<file path="config.mk">
export PLATFORM = sky130hd
export DESIGN_NAME = support_foot_leg_odometry_core
export DESIGN_NICKNAME = d
export VERILOG_FILES = /design/src/sfleg_pkg.sv /design/src/sfleg_decide.sv /design/src/sfleg_pose.sv /design/src/support_foot_leg_odometry_core.sv
export SDC_FILE = /design/constraint.sdc
export NUM_CORES = 2
export LEC_CHECK = 0
export ABC_AREA = 1
export ABC_CLOCK_PERIOD_IN_PS = 30100
export CAP_MARGIN = 20
export CORE_AREA = 2 2 527 529
export CTS_BUF_LIST = sky130_fd_sc_hd__clkbuf_16
export CTS_CLUSTER_SIZE = 20
export DETAILED_ROUTE_END_ITERATION = 10
export DIE_AREA = 0 0 529 531
export DONT_BUFFER_PORTS = 1
export GPL_TIMING_DRIVEN = 1
export PLACE_DENSITY = 0.46
export SLEW_MARGIN = 20
export SYNTH_ARGS = -nofsm -noshare
export SYNTH_HDL_FRONTEND = slang
export SYNTH_SLANG_ARGS = --single-unit
</file>
<file path="constraint.sdc">
create_clock -name i_clk -period 30.1 [get_ports i_clk]
set_input_delay 6.02 -clock i_clk [delete_from_list [all_inputs] [get_ports i_clk]]
set_output_delay 6.02 -clock i_clk [all_outputs]
set_load 0.05 [all_outputs]
</file>
<file path="src/sfleg_pkg.sv">
// Shared types, constants and helpers for the support-foot leg odometry block.
// No dependencies; every other file imports this package.
package sfleg_pkg;

    localparam int WORD_W         = 32;
    localparam int THR_W          = 31;
    localparam int AXES           = 3;
    localparam int HIST_DEPTH_DEF = 4;

    // Configuration register indexes
    typedef enum logic {
        CFG_CONTACT_THR = 1'b0,
        CFG_DSUP_THR    = 1'b1
    } t_cfg_idx;

    // Support side codes
    localparam logic SIDE_LEFT  = 1'b0;
    localparam logic SIDE_RIGHT = 1'b1;

    typedef logic signed [WORD_W-1:0] t_word;
    typedef t_word [AXES-1:0] t_vec3;

    typedef struct packed {
        logic [THR_W-1:0] contact_thr;
        logic [THR_W-1:0] dsup_thr;
    } t_sfleg_cfg;

    typedef struct packed {
        t_word right_force;
        t_word left_force;
        logic  warmup;
        t_word left_ankle_x;
        t_word left_ankle_y;
        t_word left_ankle_z;
        t_word right_ankle_x;
        t_word right_ankle_y;
        t_word right_ankle_z;
        t_word zmp_offset_x;
        t_word zmp_offset_y;
    } t_sfleg_in;

    typedef struct packed {
        logic  support_side;
        t_word support_x;
        t_word support_y;
        t_word support_z;
        t_word com_x;
        t_word com_y;
        t_word com_z;
        t_word zmp_x;
        t_word zmp_y;
        t_word swing_x;
        t_word swing_y;
        t_word swing_z;
    } t_sfleg_out;

    // Signed force strictly above an unsigned threshold; negative never is
    function automatic logic above(input t_word force_v, input logic [THR_W-1:0] thr);
        return !force_v[WORD_W-1] && (force_v[THR_W-1:0] > thr);
    endfunction

endpackage

</file>
<file path="src/sfleg_decide.sv">
// Support side decision with force history and hysteresis.
// Depends on sfleg_pkg.
module sfleg_decide import sfleg_pkg::*; #(
    parameter int HIST_DEPTH = HIST_DEPTH_DEF
) (
    input  logic       i_clk,
    input  logic       i_rst_n,
    input  logic       i_en,
    input  t_sfleg_cfg i_cfg,
    input  t_word      i_right_force,
    input  t_word      i_left_force,
    input  logic       i_warmup,
    output logic       o_side,
    output logic       o_state
);

    t_word r_rf_hist [HIST_DEPTH];
    t_word r_lf_hist [HIST_DEPTH];
    logic  r_state;

    logic  rf_contact;
    logic  lf_contact;
    logic  rf_all_high;
    logic  l_any_low;
    logic  side;

    // Evaluate the contact rules, highest priority first
    always_comb begin
        rf_contact  = above(i_right_force, i_cfg.contact_thr);
        lf_contact  = above(i_left_force, i_cfg.contact_thr);
        rf_all_high = rf_contact;
        l_any_low   = !lf_contact;
        for (int i = 0; i < HIST_DEPTH; i++) begin
            rf_all_high = rf_all_high && above(r_rf_hist[i], i_cfg.contact_thr);
            l_any_low   = l_any_low || !above(r_lf_hist[i], i_cfg.contact_thr);
        end
        if ((rf_contact && lf_contact) || i_warmup) begin
            side = SIDE_LEFT;
        end else if (rf_all_high && (r_state == SIDE_LEFT)
                     && !above(i_left_force, i_cfg.dsup_thr)) begin
            side = SIDE_RIGHT;
        end else if (l_any_low && ((r_state == SIDE_RIGHT)
                     || (above(i_right_force, i_cfg.dsup_thr)
                         && above(r_rf_hist[HIST_DEPTH-1], i_cfg.dsup_thr)))) begin
            side = SIDE_RIGHT;
        end else begin
            side = SIDE_LEFT;
        end
    end

    // Remember the side
    always_ff @(posedge i_clk) begin
        if (!i_rst_n) begin
            r_state <= SIDE_LEFT;
        end else if (i_en) begin
            r_state <= side;
        end
    end

    // Shift the force histories, newest at the top entry
    always_ff @(posedge i_clk) begin
        if (!i_rst_n) begin
            for (int i = 0; i < HIST_DEPTH; i++) begin
                r_rf_hist[i] <= '0;
                r_lf_hist[i] <= '0;
            end
        end else if (i_en) begin
            for (int i = 0; i < HIST_DEPTH - 1; i++) begin
                r_rf_hist[i] <= r_rf_hist[i+1];
                r_lf_hist[i] <= r_lf_hist[i+1];
            end
            r_rf_hist[HIST_DEPTH-1] <= i_right_force;
            r_lf_hist[HIST_DEPTH-1] <= i_left_force;
        end
    end

    assign o_side  = side;
    assign o_state = r_state;

endmodule

</file>
<file path="src/sfleg_pose.sv">
// Foot position state and result computation for one tick.
// Depends on sfleg_pkg.
module sfleg_pose import sfleg_pkg::*; (
    input  logic       i_clk,
    input  logic       i_rst_n,
    input  logic       i_en,
    input  logic       i_side,
    input  t_sfleg_in  i_item,
    output t_sfleg_out o_result
);

    t_vec3 r_left_pos;
    t_vec3 r_right_pos;
    t_vec3 la;
    t_vec3 ra;
    t_vec3 sup;
    t_vec3 com;
    t_vec3 swing;

    // Place the swing foot relative to the fixed support foot
    always_comb begin
        la = {i_item.left_ankle_z, i_item.left_ankle_y, i_item.left_ankle_x};
        ra = {i_item.right_ankle_z, i_item.right_ankle_y, i_item.right_ankle_x};
        for (int i = 0; i < AXES; i++) begin
            if (i_side == SIDE_LEFT) begin
                sup[i]   = r_left_pos[i];
                com[i]   = r_left_pos[i] - la[i];
                swing[i] = r_left_pos[i] + (ra[i] - la[i]);
            end else begin
                sup[i]   = r_right_pos[i];
                com[i]   = r_right_pos[i] - ra[i];
                swing[i] = r_right_pos[i] + (la[i] - ra[i]);
            end
        end
    end

    // Update the swing foot only
    always_ff @(posedge i_clk) begin
        if (!i_rst_n) begin
            r_left_pos  <= '0;
            r_right_pos <= '0;
        end else if (i_en) begin
            if (i_side == SIDE_LEFT) begin
                r_right_pos <= swing;
            end else begin
                r_left_pos <= swing;
            end
        end
    end

    // Assemble the result
    always_comb begin
        o_result.support_side = i_side;
        o_result.support_x    = sup[0];
        o_result.support_y    = sup[1];
        o_result.support_z    = sup[2];
        o_result.com_x        = com[0];
        o_result.com_y        = com[1];
        o_result.com_z        = com[2];
        o_result.zmp_x        = i_item.zmp_offset_x + com[0];
        o_result.zmp_y        = i_item.zmp_offset_y + com[1];
        o_result.swing_x      = swing[0];
        o_result.swing_y      = swing[1];
        o_result.swing_z      = swing[2];
    end

endmodule

</file>
<file path="src/support_foot_leg_odometry_core.sv">
// Top level of the support-foot leg odometry block: channels, config, pipeline.
// Depends on sfleg_pkg, sfleg_decide and sfleg_pose.
//
// Takes one tick item per clock cycle while the output side keeps up, and
// returns one result per item: an input register feeds the support
// decision and position update, and the result lands in an output register.
// The decision and foot state advance in the same cycle the item moves into
// the output register, so consecutive items see each other's state without
// bubbles. Input ready drops only when both the input and output registers
// hold items and the output side is stalled. The user writes thresholds through
// the plain write port only while no tick is in flight, unenforced by the block; both reset to zero.
module support_foot_leg_odometry_core import sfleg_pkg::*; #(
    parameter int HIST_DEPTH = HIST_DEPTH_DEF
) (
    input  logic             i_clk,
    input  logic             i_rst_n,
    input  logic             i_cfg_wr_en,
    input  t_cfg_idx         i_cfg_idx,
    input  logic [THR_W-1:0] i_cfg_wdata,
    input  logic             i_in_valid,
    output logic             o_in_ready,
    input  t_sfleg_in        i_in_data,
    output logic             o_out_valid,
    input  logic             i_out_ready,
    output t_sfleg_out       o_out_data
);

    t_sfleg_cfg r_cfg;
    t_sfleg_in  r_in;
    logic       r_in_valid;
    t_sfleg_out r_out;
    logic       r_out_valid;

    logic       move;
    logic       side;
    logic       state;
    t_sfleg_out result;

    // Configuration writes
    always_ff @(posedge i_clk) begin
        if (!i_rst_n) begin
            r_cfg <= '0;
        end else if (i_cfg_wr_en) begin
            unique case (i_cfg_idx)
                CFG_CONTACT_THR: r_cfg.contact_thr <= i_cfg_wdata;
                CFG_DSUP_THR:    r_cfg.dsup_thr    <= i_cfg_wdata;
            endcase
        end
    end

    // Advance an item into the result register when there is room
    assign move       = r_in_valid && (!r_out_valid || i_out_ready);
    assign o_in_ready = !r_in_valid || move;

    // Input register
    always_ff @(posedge i_clk) begin
        if (!i_rst_n) begin
            r_in_valid <= 1'b0;
        end else if (o_in_ready) begin
            r_in_valid <= i_in_valid;
        end
    end

    always_ff @(posedge i_clk) begin
        if (o_in_ready && i_in_valid) begin
            r_in <= i_in_data;
        end
    end

    sfleg_decide #(
        .HIST_DEPTH (HIST_DEPTH)
    ) u_decide (
        .i_clk         (i_clk),
        .i_rst_n       (i_rst_n),
        .i_en          (move),
        .i_cfg         (r_cfg),
        .i_right_force (r_in.right_force),
        .i_left_force  (r_in.left_force),
        .i_warmup      (r_in.warmup),
        .o_side        (side),
        .o_state       (state)
    );

    sfleg_pose u_pose (
        .i_clk    (i_clk),
        .i_rst_n  (i_rst_n),
        .i_en     (move),
        .i_side   (side),
        .i_item   (r_in),
        .o_result (result)
    );

    // Result register
    always_ff @(posedge i_clk) begin
        if (!i_rst_n) begin
            r_out_valid <= 1'b0;
        end else if (move) begin
            r_out_valid <= 1'b1;
        end else if (i_out_ready) begin
            r_out_valid <= 1'b0;
        end
    end

    always_ff @(posedge i_clk) begin
        if (move) begin
            r_out <= result;
        end
    end

    assign o_out_valid = r_out_valid;
    assign o_out_data  = r_out;

    // An empty result register never blocks the input side
    a_ready_when_empty: assert property (@(posedge i_clk) disable iff (!i_rst_n)
        !r_out_valid |-> o_in_ready)
        else $error("input stalled with empty result register");

    // A transfer into the result register always shows up
    a_move_fills_out: assert property (@(posedge i_clk) disable iff (!i_rst_n)
        move |=> r_out_valid)
        else $error("result lost after move");

    // Warm-up items always report left support
    a_warmup_left: assert property (@(posedge i_clk) disable iff (!i_rst_n)
        (move && r_in.warmup) |=> (r_out.support_side == SIDE_LEFT))
        else $error("warm-up item did not select left support");

    // The held result agrees with the stored support side
    a_side_matches_state: assert property (@(posedge i_clk) disable iff (!i_rst_n)
        r_out_valid |-> (r_out.support_side == state))
        else $error("result side differs from stored side");

endmodule

</file>
Yosys cells after proc, flatten, opt, wreduce, memory -nomap -nowiden
Memory sizes are Yosys's and may differ from the RTL's. Cells that the tools add are included.

Register bits: 931. Bits in writable memories: 256. Bits of input ports: 358. Output and inout bits: 355. Logic and storage cells: 161. Memories: 2.

Memory list: u_decide.r_lf_hist (depth 4, width 32, read ports 4, clocked after memory_dff 0, write ports 4, line sfleg_decide.sv:18) `t_word r_lf_hist [HIST_DEPTH];`; u_decide.r_rf_hist (depth 4, width 32, read ports 4, clocked after memory_dff 0, write ports 4, line sfleg_decide.sv:17) `t_word r_rf_hist [HIST_DEPTH];`.

Add/sub/neg operators: 20. Magnitude comparators: 13. Muxes and demuxes: 26. Bitwise operators: 11. Reduce and logical (&&, ||, !) cells: 55.

Operator list (count): 32-bit two-way mux (17); 31-bit greater-than comparator (13); 32-bit subtractor (12); 32-bit adder (8); 1-bit logical AND (24); 1-bit logical NOT (18); 1-bit two-way mux (9); 1-bit logical OR (8); 1-bit bitwise OR (8); 2-bit AND reduction (4); 1-bit NOT (3); 2-bit nonzero test (1).

Depth between registers and ports, before layout
Depth in word-level cells: 13. Gate-level depth with buffers: 38. Gate-level depth less buffers: 36.

By module
From an unflattened synthesis, not the netlist that was laid out.

Cell total of the unflattened synthesis: 10684. Area total of the unflattened synthesis: 84995.3 sq um.

By module, submodules not included: sfleg_pose (instances 1, cells each 7347, area an instance 42644.6 sq um, seq. area each 3843.7 sq um); support_foot_leg_odometry_core (instances 1, cells each 1027, area an instance 22785.6 sq um, seq. area each 21520.6 sq um); sfleg_decide (instances 1, cells each 2310, area an instance 19565.0 sq um, seq. area each 7707.4 sq um).

Least setup slack after synthesis
Ideal clock, no wire load.

Path kind: input to register. Start point: input port i_out_ready. End point: register u_pose.r_right_pos[1] (netlist name). Library setup time: 0.095 ns. Arrival: 17.090 ns. Slack: 12.915 ns. Cell stages on the path: 8. Path buffers: 2. Cells stage by stage: inv_1 nand2_1 nand2_1 clkinv_1 clkbuf_1 clkbuf_1 a21oi_1 nor2_1.

Cells in the longest elaborated chain, start to end: 3.

RTL lines: start: declaration (line support_foot_leg_odometry_core.sv:24) `input logic i_out_ready,`; 1-bit logical OR (line support_foot_leg_odometry_core.sv:52) `assign move = r_in_valid && (!r_out_valid || i_out_ready);`; 1-bit logical AND (line support_foot_leg_odometry_core.sv:52); via move (line support_foot_leg_odometry_core.sv:34) `logic move;`; 2-bit AND reduction (no line); end signal: assignment (line sfleg_pose.sv:44) `r_right_pos <= swing;`; end: declaration (line sfleg_pose.sv:13) `t_vec3 r_right_pos;`.

The timed path passes the listed nets, and every way through them passes these cells. A chain may end at the register's enable or synchronous reset.

Worst setup path in the final report
Start point: input port i_out_ready. End point: output port o_in_ready.

Cells in the longest elaborated chain, start to end: 3.

RTL lines: 1-bit logical OR (line support_foot_leg_odometry_core.sv:52); 1-bit logical AND (line support_foot_leg_odometry_core.sv:52); 1-bit logical OR (line support_foot_leg_odometry_core.sv:53) `assign o_in_ready = !r_in_valid || move;`; end: declaration (line support_foot_leg_odometry_core.sv:21) `output logic o_in_ready,`.

No other way between the ends.

==> metrics <==
Pwr Total approximately 5.6 mW; Buffers on Ports 0; first-pass GRT wire length ~450000 um; CP max FO 3; worst path bufs/invs 1; # DRC 0; fin crit period 12.52 ns; endpoints failing hold 0; die extent in y 531 um; Main synth FF type edfxtp_1; sequential share of the synthesized area 40.3%; Nets about 11000; clock root buffer clkbuf_16; FILL cells ~29000; synth top area cells edfxtp_1 (34%), ha_1 (13%), nand2_1 (8.9%); hold buffer count at cts 0; Post-synth EDFFs 930; total CTS buffers around 160; Final Core Density around a third; Max stage delay on crit path approximately 0.43 ns; num rows 193; HP Class reg -> reg; Rel. slew slack around a fifth; DRT antenna net count 0; largest family of logic cells by synthesized area simple AND/OR/NAND/NOR gates; CTS tree yes; VDD IR max just over 0.00004 V; Post-synth top cells nand2_1 (1949), inv_1 (1680), nor2_1 (1044), edfxtp_1 (930), ha_1 (837); mapped cell area roughly 82000 sq um; Worst-path clk slew around 0.06 ns; CP max-delay cell nand3_1; initial antenna violation count 34; clk_lat worst skew 0.87 ns; Fin Setup TNS 0 ns; max-slew violation count 0; Max Root-Sink Buffers 4; mux share of post-synthesis cell area 0%; final number of setup-violating endpoints 0; max-cap viol count 0; largest area contributor in the netlist edfxtp_1; die width 529 um; simple-gate share of the synthesized area around 18%; Power Dens Cells between 60 and 70 nW/um^2; P&R area growth vs syn 11.2%; maximum operating frequency between 70 and 80 MHz; leakage about 42 nW; clock skew 0.0890 ns; Warnings, synthesis 0; flip-flop and latch count after synthesis about 1200; DPL Wire Length 250000 um; routed wire length between 300000 and 400000 um; vias in the first global route ~66000; Critical Path RT about 24 ns; Worst Setup End Kind output port; Startpoint Class primary input; Mapped Cells 9834; vias approximately 67000; post-CTS setup buffers 0; compound-cell area share of the yosys netlist 11.2%; H-tree Lvls 4; crit share post-route 41.6%; DR iter-0 viols ~5200; Global Route Usage Sum 21.6%; Worst path top cell family by delay simple AND/OR/NAND/NOR gates; Clock Sinks about 1200; Final GP Congestion approximately 0.97; CP Class in -> out; Remaining Overflow, GRT 0; I/O pin count between 700 and 800; Avg Inst Size Synth roughly 8.3 sq um; Post-CTS Resized 0; Routed WL per cell roughly 23 um; ys async rst share 0%; Post-Synth Adder-Cell Area around 17%; CP cell instances inv_1, nand3_1; status finished, final reports clean; DR pass1 iterations 6; Worst EP arrival roughly 6.5 ns; synth unique cells between 50 and 60; XOR/XNOR Fraction of Synth Area between 4 and 5%; pin count of the biggest net entering global routing about 220; Worst Tran Pin Value about 1.2 ns; fraction of layout cells with a size suffix above 1 3.16%; Core Area about 280000 sq um; die area 281000 sq um; starting density of the core just under 30%; synthesized net count about 11000; RSZ-0062 raised after global routing false; post-DR vias/cell 4.96; most common cell in the netlist nand2_1; share of the synthesized area in the top cell type 34.0%
-- metal layers --
layer  vias to the layer above  GRT usage (%)  wire length [um]
met5                         -              0                91
met4                        14           8.65             13400
met3                       498           3.27             18000
met2                      2178           36.4            147000
met1                     32300           27.7            136000
li1                      32400              -                 -
-- area by class of cell --
class / count / area [sq um] / share of cell area (%)
diodes: 19 / 47.5 / 0.0521
well taps: 3607 / 4510 / 4.94
flip-flops and latches: 1187 / 33100 / 36.2
inverters: 1686 / 6350 / 6.96
clock buffers: 157 / 3930 / 4.30
multi-input cells: 6768 / 41800 / 45.8
clock inverters: 126 / 1100 / 1.21
repair buffers: 49 / 413 / 0.452
-- where the power goes --
| part | internal, mW | switching (mW) |
|---|---|---|
| combinational | 0.483 | 1.08 |
| sequential | 1.93 | 0.243 |
| clock | 1.08 | 0.798 |
| total | 3.49 | 2.13 |
-- through the flow --
stage | setup slack, ns | hold WS, ns | instance area, sq um | std cells
final | 17.58 | 0.481 | 91300 | 13600
after global routing | 17.55 | 0.516 | 91300 | 13600
after CTS | 17.58 | 0.488 | 91200 | 13600
after detailed placement | 17.58 | 0.479 | 86200 | 13300
after global placement | 17.56 | 0.463 | 86200 | 13300
after floorplan | 12.92 | 0.445 | 82100 | 9834
-- state kept, by name, summed over array words and instances (netlist names) --
| register | cells |
|---|---|
| o_out_data | 353 |
| o_out_valid | 1 |
| r_cfg | 62 |
| r_in | 321 |
| r_in_valid | 1 |
| u_decide.o_state | 1 |
| u_decide.r_lf_hist | 128 |
| u_decide.r_rf_hist | 128 |
| u_pose.r_left_pos | 96 |
| u_pose.r_right_pos | 96 |
-- worst register-to-register path, delay by kind of cell (launching register included) --
family,cells,cell delay (ns)
AO/OA/AOI/OAI,6,1.85
adder cells (fa/ha/maj),2,0.68
AND/OR/NAND/NOR,14,2.54
buffers and inverters,5,2.17
flip-flops,1,0.31
XOR/XNOR,1,0.17
-- cell usage in the layout, fill, tap and decap left out, types with 14 or more instances in the layout --
cell,count
nand2_1,1946
inv_1,1712
nor2_1,1044
edfxtp_1,930
ha_1,837
a21oi_1,796
o21ai_0,584
nand3_1,408
dfxtp_1,257
xor2_1,252
fa_1,194
clkbuf_16,157
xnor2_1,124
nor3_1,84
nand4_1,80
a21o_1,69
o21a_1,47
buf_4,46
o21bai_1,43
a31oi_1,43
nor4_1,35
a21boi_0,34
nand3b_1,30
clkinv_1,26
clkinv_2,25
or2_2,22
diode_2,19
o211ai_1,16
bufinv_16,14
-- cells by family (layout without fill, tap and decap cells) --
kind of cell	count (synthesis)	in the layout
adder cells (fa/ha/maj)	1031	1031
buffers and inverters	1879	2018
XOR/XNOR	376	376
AND/OR/NAND/NOR	3674	3674
AO/OA/AOI/OAI	1687	1687
flip-flops	1187	1187
other	0	19
-- path summary, 6_finish.rpt --
path                                        from                to  slack (ns)  cells past startpoint
worst max-delay path                 i_out_ready        o_in_ready       17.58                      2
worst min-delay path            u_decide.o_state  u_decide.o_state        0.48                      2
worst max register to register         r_cfg[51]   o_out_data[119]       22.08                     28
worst min register to register  u_decide.o_state  u_decide.o_state        0.48                      2
No activity file was read; power rests on OpenSTA's default activity.
